$ cat src/sv/lzss_pkg.sv
`timescale 1ns / 1ps

package lzss_pkg;

   // Physical window: address width and depth.
   localparam int WIN_BITS  = 12;
   localparam int WIN_DEPTH = 1 << WIN_BITS;
   // Width that holds an effective index_bits value (up to WIN_BITS).
   localparam int IB_W      = $clog2(WIN_BITS + 1);
   // Copy length: coded length up to 31 plus min_match up to 15.
   localparam int LEN_W     = 6;
   localparam int CNT_W     = 21;
   localparam int CSR_IDX_W = 3;
   localparam int CSR_DATA_W = 21;

   // Register indexes on the configuration port.
   localparam logic [CSR_IDX_W-1:0] CSR_INDEX_BITS  = 3'd0;
   localparam logic [CSR_IDX_W-1:0] CSR_LENGTH_BITS = 3'd1;
   localparam logic [CSR_IDX_W-1:0] CSR_MIN_MATCH   = 3'd2;
   localparam logic [CSR_IDX_W-1:0] CSR_START_BACK  = 3'd3;
   localparam logic [CSR_IDX_W-1:0] CSR_INIT_MODE   = 3'd4;
   localparam logic [CSR_IDX_W-1:0] CSR_FILL_BYTE   = 3'd5;
   localparam logic [CSR_IDX_W-1:0] CSR_MAX_OUTPUT  = 3'd6;

   // Window fill modes.
   localparam logic [1:0] INIT_FILL       = 2'd0;
   localparam logic [1:0] INIT_INTERLEAVE = 2'd1;
   localparam logic [1:0] INIT_ASCENDING  = 2'd2;

   typedef struct packed {
      logic [3:0]       index_bits;
      logic [2:0]       length_bits;
      logic [3:0]       min_match;
      logic [3:0]       start_back;
      logic [1:0]       init_mode;
      logic [7:0]       fill_byte;
      logic [CNT_W-1:0] max_output;
   } cfg_type;

   localparam cfg_type CFG_RESET = '{
      index_bits:  4'd12,
      length_bits: 3'd4,
      min_match:   4'd2,
      start_back:  4'd2,
      init_mode:   INIT_FILL,
      fill_byte:   8'd0,
      max_output:  CNT_W'(1 << 20)
   };

   typedef struct packed {
      logic                rd_en;
      logic [WIN_BITS-1:0] rd_addr;
      logic                wr_en;
      logic [WIN_BITS-1:0] wr_addr;
      logic [7:0]          wr_data;
   } win_req_type;

   typedef struct packed {
      logic sweeping;
      logic halted;
   } dec_status_type;

   function automatic logic [IB_W-1:0] eff_index_bits(input logic [3:0] v);
      logic [IB_W-1:0] r;
      if (int'(v) < 8) begin
         r = IB_W'(8);
      end else if (int'(v) > WIN_BITS) begin
         r = IB_W'(WIN_BITS);
      end else begin
         r = IB_W'(v);
      end
      return r;
   endfunction

   function automatic logic [2:0] eff_length_bits(input logic [2:0] v);
      logic [2:0] r;
      if (v < 3'd2) begin
         r = 3'd2;
      end else if (v > 3'd5) begin
         r = 3'd5;
      end else begin
         r = v;
      end
      return r;
   endfunction

   function automatic logic [WIN_BITS-1:0] win_mask(input logic [IB_W-1:0] eib);
      logic [WIN_BITS-1:0] m;
      for (int i = 0; i < WIN_BITS; i++) begin
         m[i] = (i < int'(eib));
      end
      return m;
   endfunction

endpackage

$ cat src/sv/lzss_decoder.sv
`timescale 1ns / 1ps

module lzss_decoder import lzss_pkg::*; (
   input  logic           clock,
   input  logic           reset,
   input  cfg_type        cfg,
   input  logic           in_valid,
   output logic           in_ready,
   input  logic [7:0]     in_byte,
   input  logic           in_block_start,
   output logic           out_valid,
   input  logic           out_ready,
   output logic [7:0]     out_byte,
   output logic           out_last,
   output win_req_type    win_req,
   input  logic [7:0]     win_rd_data,
   output dec_status_type status
);

   typedef enum logic [1:0] {S_SWEEP, S_IDLE, S_LIT, S_COPY} state_type;
   typedef enum logic [1:0] {PH_FLAG, PH_ITEM, PH_TOKEN} phase_type;

   state_type           state_ff, state_in;
   phase_type           phase_ff, phase_in;
   logic [WIN_BITS-1:0] sweep_cnt_ff, sweep_cnt_in;
   logic [7:0]          sweep_byte_ff, sweep_byte_in;
   logic                sweep_has_ff, sweep_has_in;
   logic [WIN_BITS-1:0] wp_ff, wp_in;
   logic [7:0]          flag_bits_ff, flag_bits_in;
   logic [3:0]          flags_left_ff, flags_left_in;
   logic [7:0]          offset_low_ff, offset_low_in;
   logic [CNT_W-1:0]    count_ff, count_in;
   logic                halted_ff, halted_in;
   logic [7:0]          lit_ff, lit_in;
   logic [WIN_BITS-1:0] off_ff, off_in;
   logic [LEN_W-1:0]    k_ff, k_in;
   logic [LEN_W-1:0]    len_ff, len_in;
   logic                pend_ff, pend_in;
   logic                out_valid_ff, out_valid_in;
   logic [7:0]          out_byte_ff, out_byte_in;
   logic                out_last_ff, out_last_in;

   logic [IB_W-1:0]       eib;
   logic [2:0]            elb;
   logic [WIN_BITS-1:0]   mask;
   logic [WIN_BITS-1:0]   wp_init;
   logic [WIN_BITS+7:0]   off_wide;
   logic [7:0]            len_mask;
   logic [LEN_W-1:0]      rd_idx;
   logic                  limit_hit;
   logic                  next_full;
   logic                  slot_free;
   logic                  emit_last;
   logic [7:0]            sweep_data;
   logic [3:0]            left_dec;

   assign eib       = eff_index_bits(cfg.index_bits);
   assign elb       = eff_length_bits(cfg.length_bits);
   assign mask      = win_mask(eib);
   assign wp_init   = ((WIN_BITS)'(0) - ((WIN_BITS)'(1) << elb)
                       - (WIN_BITS)'(cfg.start_back)) & mask;
   assign off_wide  = (((WIN_BITS + 8)'(in_byte >> elb)) << 8) | (WIN_BITS + 8)'(offset_low_ff);
   assign len_mask  = 8'((9'd1 << elb) - 9'd1);
   assign rd_idx    = pend_ff ? k_ff + LEN_W'(1) : k_ff;
   assign limit_hit = count_ff >= cfg.max_output;
   assign next_full = ({1'b0, count_ff} + (CNT_W + 1)'(1)) >= {1'b0, cfg.max_output};
   assign slot_free = !out_valid_ff || out_ready;
   assign emit_last = (k_ff == len_ff) || next_full;
   assign left_dec  = (flags_left_ff != 4'd0) ? flags_left_ff - 4'd1 : 4'd0;

   always_comb begin
      unique case (cfg.init_mode)
         INIT_INTERLEAVE: sweep_data = (sweep_cnt_ff[2:0] == 3'd6) ? 8'(sweep_cnt_ff >> 3) : 8'd0;
         INIT_ASCENDING:  sweep_data = 8'(sweep_cnt_ff);
         default:         sweep_data = cfg.fill_byte;
      endcase
   end

   always_comb begin
      state_in      = state_ff;
      phase_in      = phase_ff;
      sweep_cnt_in  = sweep_cnt_ff;
      sweep_byte_in = sweep_byte_ff;
      sweep_has_in  = sweep_has_ff;
      wp_in         = wp_ff;
      flag_bits_in  = flag_bits_ff;
      flags_left_in = flags_left_ff;
      offset_low_in = offset_low_ff;
      count_in      = count_ff;
      halted_in     = halted_ff;
      lit_in        = lit_ff;
      off_in        = off_ff;
      k_in          = k_ff;
      len_in        = len_ff;
      pend_in       = pend_ff;
      out_valid_in  = out_valid_ff && !out_ready;
      out_byte_in   = out_byte_ff;
      out_last_in   = out_last_ff;
      win_req         = '0;
      win_req.rd_addr = (off_ff + WIN_BITS'(rd_idx)) & mask;
      win_req.wr_addr = wp_ff & mask;

      unique case (state_ff)
         S_SWEEP: begin
            win_req.wr_en   = 1'b1;
            win_req.wr_addr = sweep_cnt_ff;
            win_req.wr_data = sweep_data;
            sweep_cnt_in    = sweep_cnt_ff + WIN_BITS'(1);
            if (&sweep_cnt_ff) begin
               state_in = S_IDLE;
               wp_in    = wp_init;
               // the request that opened the block is its first flag byte
               if (sweep_has_ff) begin
                  flag_bits_in  = sweep_byte_ff;
                  flags_left_in = 4'd8;
                  phase_in      = PH_ITEM;
               end
            end
         end
         S_IDLE: begin
            if (in_valid) begin
               if (in_block_start) begin
                  state_in      = S_SWEEP;
                  sweep_cnt_in  = '0;
                  sweep_has_in  = 1'b1;
                  sweep_byte_in = in_byte;
                  flag_bits_in  = 8'd0;
                  flags_left_in = 4'd0;
                  phase_in      = PH_FLAG;
                  offset_low_in = 8'd0;
                  count_in      = '0;
                  halted_in     = 1'b0;
               end else if (!halted_ff) begin
                  unique case (phase_ff)
                     PH_FLAG: begin
                        flag_bits_in  = in_byte;
                        flags_left_in = 4'd8;
                        phase_in      = PH_ITEM;
                     end
                     PH_ITEM: begin
                        if (flag_bits_ff[0]) begin
                           flag_bits_in  = flag_bits_ff >> 1;
                           flags_left_in = left_dec;
                           phase_in      = (left_dec != 4'd0) ? PH_ITEM : PH_FLAG;
                           lit_in        = in_byte;
                           state_in      = S_LIT;
                        end else begin
                           offset_low_in = in_byte;
                           phase_in      = PH_TOKEN;
                        end
                     end
                     PH_TOKEN: begin
                        flag_bits_in  = flag_bits_ff >> 1;
                        flags_left_in = left_dec;
                        phase_in      = (left_dec != 4'd0) ? PH_ITEM : PH_FLAG;
                        off_in        = off_wide[WIN_BITS-1:0] & mask;
                        len_in        = LEN_W'(in_byte & len_mask) + LEN_W'(cfg.min_match);
                        k_in          = '0;
                        pend_in       = 1'b0;
                        state_in      = S_COPY;
                     end
                     default: phase_in = PH_FLAG;
                  endcase
               end
            end
         end
         S_LIT: begin
            if (limit_hit) begin
               halted_in = 1'b1;
               state_in  = S_IDLE;
            end else if (slot_free) begin
               out_valid_in    = 1'b1;
               out_byte_in     = lit_ff;
               out_last_in     = 1'b1;
               win_req.wr_en   = 1'b1;
               win_req.wr_data = lit_ff;
               wp_in           = (wp_ff + WIN_BITS'(1)) & mask;
               count_in        = count_ff + CNT_W'(1);
               state_in        = S_IDLE;
            end
         end
         S_COPY: begin
            if (limit_hit) begin
               // drop the pending read and stop the block
               halted_in = 1'b1;
               pend_in   = 1'b0;
               state_in  = S_IDLE;
            end else if (pend_ff) begin
               if (slot_free) begin
                  out_valid_in    = 1'b1;
                  out_byte_in     = win_rd_data;
                  out_last_in     = emit_last;
                  win_req.wr_en   = 1'b1;
                  win_req.wr_data = win_rd_data;
                  wp_in           = (wp_ff + WIN_BITS'(1)) & mask;
                  count_in        = count_ff + CNT_W'(1);
                  if (emit_last) begin
                     halted_in = (k_ff != len_ff);
                     pend_in   = 1'b0;
                     state_in  = S_IDLE;
                  end else begin
                     win_req.rd_en = 1'b1;
                     k_in          = k_ff + LEN_W'(1);
                  end
               end
            end else begin
               win_req.rd_en = 1'b1;
               pend_in       = 1'b1;
            end
         end
         default: state_in = S_IDLE;
      endcase
   end

   always_ff @(posedge clock) begin
      if (reset) begin
         state_ff      <= S_SWEEP;
         phase_ff      <= PH_FLAG;
         sweep_cnt_ff  <= '0;
         sweep_has_ff  <= 1'b0;
         flag_bits_ff  <= 8'd0;
         flags_left_ff <= 4'd0;
         offset_low_ff <= 8'd0;
         count_ff      <= '0;
         halted_ff     <= 1'b0;
         pend_ff       <= 1'b0;
         out_valid_ff  <= 1'b0;
      end else begin
         state_ff      <= state_in;
         phase_ff      <= phase_in;
         sweep_cnt_ff  <= sweep_cnt_in;
         sweep_has_ff  <= sweep_has_in;
         flag_bits_ff  <= flag_bits_in;
         flags_left_ff <= flags_left_in;
         offset_low_ff <= offset_low_in;
         count_ff      <= count_in;
         halted_ff     <= halted_in;
         pend_ff       <= pend_in;
         out_valid_ff  <= out_valid_in;
      end
      sweep_byte_ff <= sweep_byte_in;
      wp_ff         <= wp_in;
      lit_ff        <= lit_in;
      off_ff        <= off_in;
      k_ff          <= k_in;
      len_ff        <= len_in;
      out_byte_ff   <= out_byte_in;
      out_last_ff   <= out_last_in;
   end

   assign in_ready        = (state_ff == S_IDLE);
   assign out_valid       = out_valid_ff;
   assign out_byte        = out_byte_ff;
   assign out_last        = out_last_ff;
   assign status.sweeping = (state_ff == S_SWEEP);
   assign status.halted   = halted_ff;

endmodule

$ cat config.mk
export PLATFORM = sky130hd
export DESIGN_NAME = lzss_decoder
export DESIGN_NICKNAME = d
export VERILOG_FILES = /design/src/sv/lzss_pkg.sv /design/src/sv/lzss_decoder.sv
export SDC_FILE = /design/constraint.sdc
export NUM_CORES = 1
export LEC_CHECK = 0
export CAP_MARGIN = 20
export CORE_ASPECT_RATIO = 1.4
export CORE_MARGIN = 5
export CORE_UTILIZATION = 59
export CTS_BUF_LIST = sky130_fd_sc_hd__clkbuf_2 sky130_fd_sc_hd__clkbuf_4 sky130_fd_sc_hd__clkbuf_8
export DETAILED_ROUTE_END_ITERATION = 10
export DONT_BUFFER_PORTS = 1
export PLACE_DENSITY = 0.77
export SLEW_MARGIN = 20
export SYNTH_ARGS = -nofsm -noshare
export SYNTH_HDL_FRONTEND = slang
export SYNTH_SLANG_ARGS = --single-unit
$ cat constraint.sdc
create_clock -name clock -period 9.7 [get_ports clock]
set_clock_uncertainty 0.1 [all_clocks]
set_input_delay 0.97 -clock clock [delete_from_list [all_inputs] [get_ports clock]]
set_output_delay 0.97 -clock clock [all_outputs]
set_load 0.02 [all_outputs]
# Word level (Yosys, flattened, before mapping)
# Index checks and enable logic that the tools add are counted.
# totals
input_bits,67
memories,0
regBits,122
ram_bits,0
mem_bits_ro,0
latch_bits,0
# classes
order_cmp,18
mul,0
eq_ne,34
muxes,125
n_div,0
reduce_logical,31
n_bitwise,9
shifts,3
n_addsub,11
# op_table
op,n
8-bit two-way mux,21
21-bit two-way mux,6
12-bit two-way mux,8
21-bit one-hot mux with 3 select lines,1
12-bit AND,5
6-bit two-way mux,9
8-bit one-hot mux with 2 select lines,3
8-bit one-hot mux with 3 select lines,2
4-bit two-way mux,9
12-bit one-hot mux with 3 select lines,1
2-bit two-way mux,17
1-bit two-way mux,33
5-bit AND reduction,5
12-bit by 1-bit adder with 12-bit output (second input constant),2
2-bit inequality test (second input constant),12
12-bit one-hot mux with 2 select lines,1
6-bit AND reduction,4
21-bit by 1-bit adder with 22-bit output (second input constant),1
22-bit by 21-bit >= comparator with 1-bit output,1
21-bit by 1-bit adder with 21-bit output (second input constant),1
21-bit >= comparator,1
9-bit AND reduction,2
3-bit by 4-bit < comparator with 1-bit output (first input constant),4
4-bit < comparator (first input constant),4
other kinds (48),78

# Logic depth before layout (Yosys ltp)
# Gate-level depths: netlist of the first run.
# depth
depth_word,10
ltp_mapped,16
depth_no_buf,14

# Least setup slack after synthesis of the first run
# OpenSTA, ideal clock, no wires.
# synth_timing
kind,input to output
startpoint,input port cfg[18] (netlist bit)
endpoint,output port win_req[7] (netlist bit)
t_required_ps,8630
stages,9
setup_slack_ps,5546
path_buffers,0
arrival_ps,3084
cell_sequence,inv_1 -> ha_1 -> a21o_1 -> a21o_1 -> a221oi_1 -> o31ai_1 -> nor4_1 -> a32oi_1 -> o21ai_0
# synth_rtl
element,line,text
start: declaration,lzss_decoder.sv:6,"input cfg_type cfg,"
end: declaration,lzss_decoder.sv:15,"output win_req_type win_req,"

==> results of run 1 <==
flip-flops by register name (all words and copies together) (netlist names):
signal / flops
count_ff: 21
flag_bits_ff: 8
flags_left_ff: 4
halted_ff: 1
k_ff: 6
len_ff: 6
lit_ff: 8
off_ff: 12
offset_low_ff: 8
out_byte: 8
out_last: 1
out_valid: 1
pend_ff: 1
phase_ff: 2
state_ff: 2
sweep_byte_ff: 8
sweep_cnt_ff: 12
sweep_has_ff: 1
wp_ff: 12
power groups by stage:
| stage | clock network (uW) | logic [uW] | registers [uW] |
|---|---|---|---|
| final | 474 | 76.6 | 544 |
| after global routing | 504 | 87.2 | 544 |
| after CTS | 479 | 76.3 | 544 |
| after detailed placement | 0 | 75.7 | 556 |
| after global placement | 0 | 73.3 | 556 |
| after floorplan | 0 | 66.5 | 555 |
cell usage after synthesis (7+ instances only):
library cell,number,area share (%)
nand4_1,15,1.1
a21o_1,13,1.2
nand2_1,112,5.1
and3_1,17,1.3
inv_1,60,2.7
a31oi_1,15,1.1
a21oi_1,55,3.3
a311oi_1,9,0.95
a32oi_1,11,1.2
a222oi_1,7,0.84
a211oi_1,19,1.7
dfxtp_1,61,15
nor2_1,75,3.4
a22oi_1,17,1.5
clkbuf_1,42,1.9
nand3_1,30,1.8
xor2_1,31,3.3
nand2b_1,14,1.1
nor3_1,12,0.72
xnor2_1,34,3.6
o21ai_0,37,2.2
edfxtp_1,61,22
ha_1,74,11
path summary, 6_finish.rpt:
check,from,endpoint,slack [ns],cells after the start
worst max-delay path,count_ff[3]$_SDFFE_PP0P_,win_req[33],4.64,13
worst min-delay path,offset_low_ff[2]$_SDFFE_PP0P_,off_ff[2]$_DFFE_PP_,0.34,0
worst max register to register,count_ff[3]$_SDFFE_PP0P_,k_ff[0]$_SDFFCE_PN0P_,5.60,13
worst min register to register,offset_low_ff[2]$_SDFFE_PP0P_,off_ff[2]$_DFFE_PP_,0.34,0
cells by family after synthesis:
logic type	count (synthesis)	synth area share, %
AOI/OAI and AO/OA	227	18.5
muxes	7	1.04
and+or+nand+nor	318	18.6
adders and majority gates	78	12.0
DFF	122	36.8
xor gates and xnor gates	65	6.86
buffers and inverters	120	6.14
other	2	0.0905
layer usage:
metal  global-route usage (%)  part of all wire (%)
met3                     8.41                   8.1
met1                     30.1                    39
met2                     43.8                    49
met5                        0                     0
met4                     13.0                   4.4
through the flow:
step	std cells	setup WS [ns]	power [uW]	util, %	hold slack [ns]
after floorplan	944	5.55	622	-	0.332
after global placement	1078	5.18	629	60.1	0.310
after detailed placement	1079	5.13	631	60.2	0.318
after CTS	1111	4.64	1100	63.2	0.337
after global routing	1111	4.36	1140	63.2	0.352
final	1111	4.64	1100	63.2	0.337
final cells by class:
cell class                 count  share of cell area [%]
timing repair buffer           8                   0.729
clock buffer                  20                    3.00
multi-input combinational    702                    54.4
sequential                   122                    34.9
inverter                      62                    2.66
clock inverter                12                    1.69
tap                          185                    2.65
worst max-delay path, cell delays in order (launching register included):
cell and delay (ns):
dfxtp_1 0.47, and3_1 0.27, and3_1 0.31, and4_1 0.31, and3_2 0.26, and3_1 0.22
xor2_1 0.16, ha_1 0.26, o21ai_0 0.16, a21oi_1 0.06, o21ai_0 0.14, and4b_1 0.40
nand2_1 0.10, a21oi_1 0.44
==> results_dict.tcl, run 1 <==
set metrics [dict create \
    status "completed" \
    synth_area_per_cell_um2 8.84 \
    p_sw_uw 256 \
    fin_area_mm2 0.00875 \
    drive_gt1_share_pct 7.56 \
    place_area_mm2 0.00834 \
    grt_pass1_wl_um 33500 \
    clock_sinks 122 \
    fin_nets 1057 \
    die-area_mm2 0.0166 \
    grt_max_degree 62 \
    switching_share_pct 23.4 \
    num_vias 6826 \
    core_mm2 0.0138 \
    grt_antenna_before_repair 0 \
    timing.fmax_ghz 0.198 \
    hold_viol 0 \
    seq_area_frac_synth_pct 36.8 \
    clk_latency_ns 0.44 \
    p_per_area_mw_per_mm2 125 \
    grtUsageTotal_pct 26.3 \
    worstMarginPinSlew_ns 0.864 \
    required_ns 8.63 \
    p_int_uw 839 \
    layout_commonest_cell "nand2_1" \
    ys_ff_latch 122 \
    ir_worst_vdd_v 0.0000989 \
    slew_headroom_pct 41.8 \
    slew_violations 0 \
    fin_tns_setup_ns 0 \
    ctsResizeCount 0 \
    ctsHtreeMaxLevel 4 \
    period_needed_ns 5.06 \
    wl_um 21100 \
    layout.area.seq_mm2 0.00305 \
    power_frac_clock_pct 43.3 \
    drt_iter0_markers 514 \
    path_class "reg2out" \
    cap_violations 0 \
    fp.dieW_um 110 \
    cp-start-kind "flop" \
    antenna_cells 0 \
    rsz0062_at_grt "no" \
    clk_pin_slew_ns 0.08 \
    fillCellCount 1178 \
    setup_viol 0 \
    power_frac_seq_pct 49.7 \
    ctsHoldBuffers 0 \
    async_flop_share_pct 0 \
    clk_path_buf_depth 2 \
    synthesis.area_mm2 0.00830 \
    dpl.hpwl_um 15900 \
    drtAntennaViolNets 0 \
    initial_core_util_pct 59.9 \
    crit_arrival_ns 3.99 \
    vias_per_cell 6.14 \
    io_pins 114 \
    multi_input_area_mm2 0.00476 \
    end_kind "primary output" \
    place_congestion 0.913 \
    rows 51 \
    cts_setup_buffers 0 \
    mostFrequentLayoutCells "nand2_1, nor2_1, ha_1" \
    area_growth_syn_to_layout_pct 5.43 \
    overflow 0 \
    hold_path_class "reg2reg" \
    tritoncts "done" \
    ys.flop_type "edfxtp_1" \
    pwr-share-comb_pct 7.0 \
    numCtsBuffers 17 \
    die_h_um 150 \
    synth_edf_count 61 \
    yosysWarnings 0 \
    cts_root_buf "clkbuf_8" \
    placement.io_buffers 0 \
    dr.pass1.iters 5 \
    drc 0 \
    wl_per_cell_um 19.0 \
    final.period_utilization_pct 52.2 \
    synth.lib_cells_used.distinct 75 \
    leakagePower_uw 0.00355 \
    grt_pass1_vias 6736 \
    syn_inst 939 \
    worstPathMaxFanout 8 \
]
Power figures use the tool's default switching activity.
==> inputs of run 2 (changes only) <==
--- a/config.mk
+++ b/config.mk
@@ -5,6 +5,7 @@
 export SDC_FILE = /design/constraint.sdc
 export NUM_CORES = 1
 export LEC_CHECK = 0
+export ABC_AREA = 1
 export CAP_MARGIN = 20
 export CORE_ASPECT_RATIO = 1.4
 export CORE_MARGIN = 5
==> constraint.sdc (replaced) <==
create_clock -name clock -period 5.08 [get_ports clock]
set_clock_uncertainty 0.1 [all_clocks]
set_input_delay 0.508 -clock clock [delete_from_list [all_inputs] [get_ports clock]]
set_output_delay 0.508 -clock clock [all_outputs]
set_load 0.02 [all_outputs]
==> run 2 against run 1 <==
Cell area grew 6.0%. Routed wire length grew 16%. Hold slack lost 0.32 ns. Global-route usage grew 2.2 points. Non-clock buffer count shrank 1. Largest cell class unchanged. Synthesized area grew 4.7%. Via count grew 16%. Setup slack lost 3.8 ns. Sequential power grew to 2.6 times the previous value. Final cell count grew 25%.
==> results_dict.tcl, run 2 <==
set metrics [dict create \
    status "completed" \
    cts_setup_buffers 0 \
    wl_per_cell_um 17.7 \
    top_register "count_ff" \
    yosysWarnings 0 \
    ctsHoldBuffers 0 \
    slowest_delay_ns 0.54 \
    initial_core_util_pct 60.1 \
    core_mm2 0.0144 \
    rr_startpoint "count_ff[5]$_SDFFE_PP0P_" \
    vias_per_cell 5.70 \
    required_ns 4.47 \
    setup_viol 0 \
    leakagePower_uw 0.00429 \
    crit_family "simple AND/OR/NAND/NOR gates" \
    critPathBufInv 3 \
    r2r_setup_slack_ns 1.24 \
    crit_chain "nand2_1 > nor2_1 > nand2_1 > nor2_4 > inv_1 > nor2_1 > xor2_1 > ha_1 > nand2_1 > inv_1 > nand2_1 > nand2_1 > nand2_1 > a21oi_1 > inv_1 > nand3_1 > nor2_2 > nand2_1 > o22ai_1" \
    final.period_utilization_pct 84.1 \
    worstPathMaxFanout 9 \
    rows 52 \
    io_pins 114 \
    cp_num_cells 19 \
    r2r-end "k_ff[2]$_SDFFCE_PN0P_" \
    ctsHtreeMaxLevel 4 \
    fp.dieW_um 113 \
    synth.lib_cells_used.distinct 53 \
    largest_register_ffs 21 \
    met2_usage_pct 52.1 \
    wl_um 24600 \
    worstMarginPinSlew_ns 0.943 \
    end_kind "primary output" \
    synth_edf_count 61 \
    clk_latency_ns 0.45 \
    ir_worst_vdd_v 0.000256 \
    worst_path_most_repeated_cell "nand2_1" \
    layout_commonest_cell "nand2_1" \
    slew_violations 0 \
    place_congestion 0.962 \
    numCtsBuffers 17 \
    mostFrequentLayoutCells "nand2_1, inv_1, nor2_1" \
    use_met3_pct 6.92 \
    hold_path_class "in2reg" \
    tritoncts "done" \
    period_needed_ns 4.27 \
    die-area_mm2 0.0173 \
    crit_arrival_ns 3.66 \
    area_growth_syn_to_layout_pct 6.83 \
    cp_slowest_cell "dfxtp_1" \
    clock_sinks 122 \
    min_path_cells 1 \
    dpl.hpwl_um 19500 \
    grtUsageTotal_pct 28.5 \
    rsz0062_at_grt "no" \
    cap_violations 0 \
    ys_ff_latch 122 \
    cp-start-kind "flop" \
    met1_usage_pct 29.4 \
    p_per_area_mw_per_mm2 443 \
    overflow 0 \
    ys.flop_type "edfxtp_1" \
    drt_iter0_markers 516 \
    antenna_cells 0 \
    hold_viol 0 \
    reg2reg_depth 19 \
    seq_area_frac_synth_pct 35.1 \
    min_to "count_ff[11]$_SDFFE_PP0P_" \
    cts_root_buf "clkbuf_8" \
    dpl.cell_count 1358 \
    synth.area.top_cells "edfxtp_1, dfxtp_1, nand2_1, ha_1, inv_1" \
    slew_headroom_pct 36.5 \
    drtAntennaViolNets 0 \
    placement.io_buffers 0 \
    fin_nets 1332 \
    yosys.area.top_type "edfxtp_1" \
    synth_top_area_share_pct 21.1 \
    clk_pin_slew_ns 0.08 \
    instances_no_fill 1390 \
    grt_max_degree 39 \
    min_from "reset" \
    synthesis.area_mm2 0.00869 \
    grt_pass1_wl_um 39200 \
    drive_gt1_share_pct 5.66 \
    clk_path_buf_depth 2 \
    grt_pass1_vias 7907 \
    grt-busiest-layer "met2" \
    syn_inst 1193 \
    synth_area_per_cell_um2 7.28 \
    synthMostInstantiatedCell "nand2_1" \
    grt_antenna_before_repair 0 \
    timing.fmax_ghz 0.234 \
    dr.pass1.iters 8 \
    synth_top_cells_by_count "nand2_1, inv_1, nor2_1, a21oi_1, ha_1" \
    die_h_um 154 \
    async_flop_share_pct 0 \
    ctsResizeCount 0 \
    drc 0 \
    path_class "reg2out" \
    num_vias 7925 \
    fin_tns_setup_ns 0 \
]
run 2: cell count changes after synthesis, sizes merged, moves of 22 or more:
cell and delta:
a21oi +41, clkbuf -22, inv +129, nand2 +180, nand3 +39, nor2 +34
xnor2 -25
run 2: cell families (layout without fill, tap and decap cells):
group / Yosys count / after routing / synth area share (%)
simple gates: 518 / 518 / 25.7
buf+inv: 229 / 232 / 10.2
compound gates: 211 / 211 / 14.0
other cells: 2 / 7 / 0.0865
xor+xnor: 34 / 34 / 3.43
fa+ha+maj: 77 / 77 / 11.3
flops: 122 / 122 / 35.1
run 2: worst max path at each step:
stage	slack, ns	from	to
2_1_floorplan	1.61	cfg[20]	wp_ff[0]$_DFFE_PP_
3_3_place_gp	1.36	count_ff[1]$_SDFFE_PP0P_	win_req[33]
3_5_place_dp	1.29	count_ff[1]$_SDFFE_PP0P_	k_ff[1]$_SDFFCE_PN0P_
4_1_cts	0.80	count_ff[1]$_SDFFE_PP0P_	win_req[33]
5_1_grt	0.56	count_ff[5]$_SDFFE_PP0P_	win_req[33]
6_report	0.81	count_ff[5]$_SDFFE_PP0P_	win_req[33]
run 2: per-stage QoR:
stage	hold WS, ns	cell area, um^2	power, uW	utilization, %	setup slack [ns]
finish	0.0194	9280	4110	64.2	0.808
global route	0.00142	9280	4380	64.2	0.563
floorplan	0.330	8710	2670	-	1.61
CTS	0.00206	9280	4110	64.2	0.804
detailed placement	0.317	8830	3110	61.1	1.29
global placement	0.312	8830	3080	61.1	1.36
run 2: layout make-up:
type,instances,area (um^2)
timing repair buffer,7,52.6
fill,1352,5160
multi-input combinational,847,4760
tap,189,236
clock buffer,18,241
inverter,193,727
sequential,122,3050
clock inverter,14,206
run 2: power breakdown:
part	internal (uW)	total, uW	leakage, uW	switching (uW)
clock network	552	1000	0.000223	449
registers	1220	1410	0.00107	187
logic	491	1700	0.00300	1210
total	2270	4110	0.00429	1850
run 2: layer usage:
metal / vias to the layer above / part of all wire (%)
li1: 3909 / -
met5: - / 0
met1: 3583 / 35
met3: 99 / 6.9
met2: 334 / 52
met4: 0 / 5.8
run 2: worst register-to-register path, stage by stage, from the launching register on:
cell and delay (ns):
dfxtp_1 0.54, nand2_1 0.12, nor2_1 0.14, nand2_1 0.10, nor2_4 0.19, inv_1 0.08, nor2_1 0.14, xor2_1 0.24
ha_1 0.29, nand2_1 0.10, inv_1 0.04, nand2_1 0.06, nand2_1 0.04, nand2_1 0.05, a21oi_1 0.09, inv_1 0.07
nand3_1 0.08, nor2_2 0.20, nand2_1 0.09, a21boi_0 0.72
==> inputs of run 3 (changes only) <==
--- a/config.mk
+++ b/config.mk
@@ -13,7 +13,7 @@
 export CTS_BUF_LIST = sky130_fd_sc_hd__clkbuf_2 sky130_fd_sc_hd__clkbuf_4 sky130_fd_sc_hd__clkbuf_8
 export DETAILED_ROUTE_END_ITERATION = 10
 export DONT_BUFFER_PORTS = 1
-export PLACE_DENSITY = 0.77
+export PLACE_DENSITY = 0.8
 export SLEW_MARGIN = 20
 export SYNTH_ARGS = -nofsm -noshare
 export SYNTH_HDL_FRONTEND = slang
==> constraint.sdc (replaced) <==
create_clock -name clock -period 3.8 [get_ports clock]
set_clock_uncertainty 0.1 [all_clocks]
set_input_delay 0.38 -clock clock [delete_from_list [all_inputs] [get_ports clock]]
set_output_delay 0.38 -clock clock [all_outputs]
set_load 0.02 [all_outputs]
==> run 3 against run 2 <==
Count of clock-buffer cells in the layout unchanged. Die area unchanged. Critical path type unchanged. Setup slack worse by 0.69 ns.
==> results_dict.tcl, run 3 (same netlist as run 2, synthesis figures left out) <==
set metrics [dict create \
    status "completed" \
    grt_pass1_wl_um 40000 \
    slew_headroom_pct 41.6 \
    leakagePower_uw 0.00446 \
    grt_antenna_before_repair 0 \
    switching_share_pct 44.5 \
    path_class "reg2out" \
    cp-start-kind "flop" \
    overflow 0 \
    drc 0 \
    wl_um 25500 \
    ctsHtreeMaxLevel 4 \
    place_area_mm2 0.00893 \
    fp.dieW_um 113 \
    power_frac_clock_pct 23.1 \
    fin_nets 1368 \
    worstMarginPinSlew_ns 0.867 \
    power_frac_seq_pct 33.7 \
    mostFrequentLayoutCells "nand2_1, inv_1, a21oi_1" \
    clk_latency_ns 0.46 \
    dpl.cell_count 1371 \
    timing.hold.ws_ns 0.0344 \
    wl_per_cell_um 17.9 \
    antenna_cells 0 \
    place_congestion 0.940 \
    clk_pin_slew_ns 0.08 \
    timing.fmax_ghz 0.272 \
    reg2reg_depth 16 \
    initial_core_util_pct 60.1 \
    setup_viol 0 \
    worstPathMaxFanout 5 \
    fin_area_mm2 0.00969 \
    period_needed_ns 3.68 \
    rsz0062_at_grt "yes" \
    die_h_um 154 \
    p_int_uw 3090 \
    layout_commonest_cell "nand2_1" \
    min_from "win_rd_data[4]" \
    worstSetupStartpoint "count_ff[10]$_SDFFE_PP0P_" \
    r2r_setup_slack_ns 0.64 \
    drt_iter0_markers 606 \
    slowest_delay_ns 0.42 \
    p_sw_uw 2480 \
    cp_slowest_cell "dfxtp_1" \
    largest_register_ffs 21 \
    grt_pass1_vias 7947 \
    drive_gt1_share_pct 9.05 \
    instances_no_fill 1426 \
    die-area_mm2 0.0173 \
    rows 52 \
    io_pins 114 \
    end_kind "primary output" \
    vias_per_cell 5.79 \
    min_path_cells 2 \
    slew_violations 0 \
    min_to "out_byte[4]$_DFFE_PP_" \
    cts_root_buf "clkbuf_8" \
    rr_startpoint "count_ff[10]$_SDFFE_PP0P_" \
    numCtsBuffers 17 \
    grtUsageTotal_pct 29.4 \
    cap_violations 0 \
    crit_chain "nand2_1 > nor2_1 > nand2_1 > nor2_4 > inv_1 > nor3_1 > xor2_1 > ha_1 > a21oi_1 > a21oi_1 > inv_1 > nand3_1 > nor2_4 > nand2_2 > o22ai_4 > buf_6" \
    hold_viol 0 \
    core_mm2 0.0144 \
    final.period_utilization_pct 96.8 \
    r2r-end "k_ff[0]$_SDFFCE_PN0P_" \
    area_growth_syn_to_layout_pct 11.6 \
    num_vias 8251 \
    grt_max_degree 38 \
    required_ns 3.32 \
    dr.pass1.iters 5 \
    hold_path_class "in2reg" \
    clock_sinks 122 \
    tritoncts "done" \
    placement.io_buffers 0 \
    pwr-share-comb_pct 43.2 \
    dpl.hpwl_um 19200 \
    drtAntennaViolNets 0 \
    p_per_area_mw_per_mm2 575 \
    top_register "count_ff" \
    ir_worst_vdd_v 0.000406 \
    clk_path_buf_depth 2 \
    crit_arrival_ns 3.20 \
    power.total_uw 5570 \
]
[run 3: changes by cell type in the layout (fill, tap and decap cells not counted), sizes merged]
| cell | previous run | this run |
|---|---|---|
| buf | 7 | 29 |
| clkinvlp | 1 | 6 |
| clkinv | 4 | 5 |
| inv | 198 | 192 |
| dlygate4sd3 | 0 | 14 |
[run 3: cell type report]
type,count,area (um^2)
Clock buffer,18,241
Sequential cell,122,3060
Inverter,193,731
Multi-Input combinational cell,847,4850
Clock inverter,14,198
Timing Repair Buffer,43,374
Tap cell,189,236
Fill cell,1232,4750
[run 3: per-layer routing]
| metal | part of all wire (%) | track usage [%] |
|---|---|---|
| met4 | 7.2 | 19.9 |
| met3 | 7.0 | 6.13 |
| met5 | 0 | 0 |
| met2 | 50 | 51.8 |
| met1 | 35 | 30.9 |
[run 3: how the worst max path moves through the flow]
| stage | depth (start not counted) | slack (ns) | endpoint |
|---|---|---|---|
| after floorplan | 12 | 0.46 | wp_ff[0]$_DFFE_PP_ |
| after global placement | 14 | 0.45 | win_req[31] |
| after detailed placement | 14 | 0.37 | win_req[31] |
| after CTS | 20 | -0.05 | win_req[33] |
| after global routing | 20 | -0.17 | win_req[33] |
| final | 16 | 0.12 | win_req[33] |
[run 3: power by group through the flow]
stage / combinational, uW / clock (uW) / sequential [uW]
finish: 2410 / 1290 / 1880
global route: 2680 / 1370 / 1900
CTS: 2360 / 1310 / 1870
detailed placement: 2310 / 0 / 1900
global placement: 2270 / 0 / 1880
floorplan: 1760 / 0 / 1810
[run 3: timing repair]
item | 4_1_cts | 5_1_grt
gates cloned | 0 | 0
buffers inserted | 2 | 6
gates resized for setup | 3 | 29
endpoints found under the setup margin | 3 | 6
hold endpoints to repair | 60 | 0
hold buffers | 15 | 0
pin swaps | 0 | 7
[run 3: per-stage QoR]
stage                     utilization, %  worst slack, ns  setup TNS [ns]
final                               67.1            0.121               0
after global routing                67.1           -0.171          -0.296
after CTS                           66.2          -0.0517         -0.0517
after detailed placement            61.8            0.370               0
after global placement              61.8            0.455               0
after floorplan                        -            0.457               0
[run 3: critical path, delay by kind of cell, from the launching register on]
| family | cells | cell delay, ns |
|---|---|---|
| adder cells (fa/ha/maj) | 1 | 0.28 |
| XOR/XNOR | 1 | 0.22 |
| buffers and inverters | 3 | 0.29 |
| flip-flops | 1 | 0.42 |
| AND/OR/NAND/NOR | 8 | 1.07 |
| AO/OA/AOI/OAI | 3 | 0.46 |
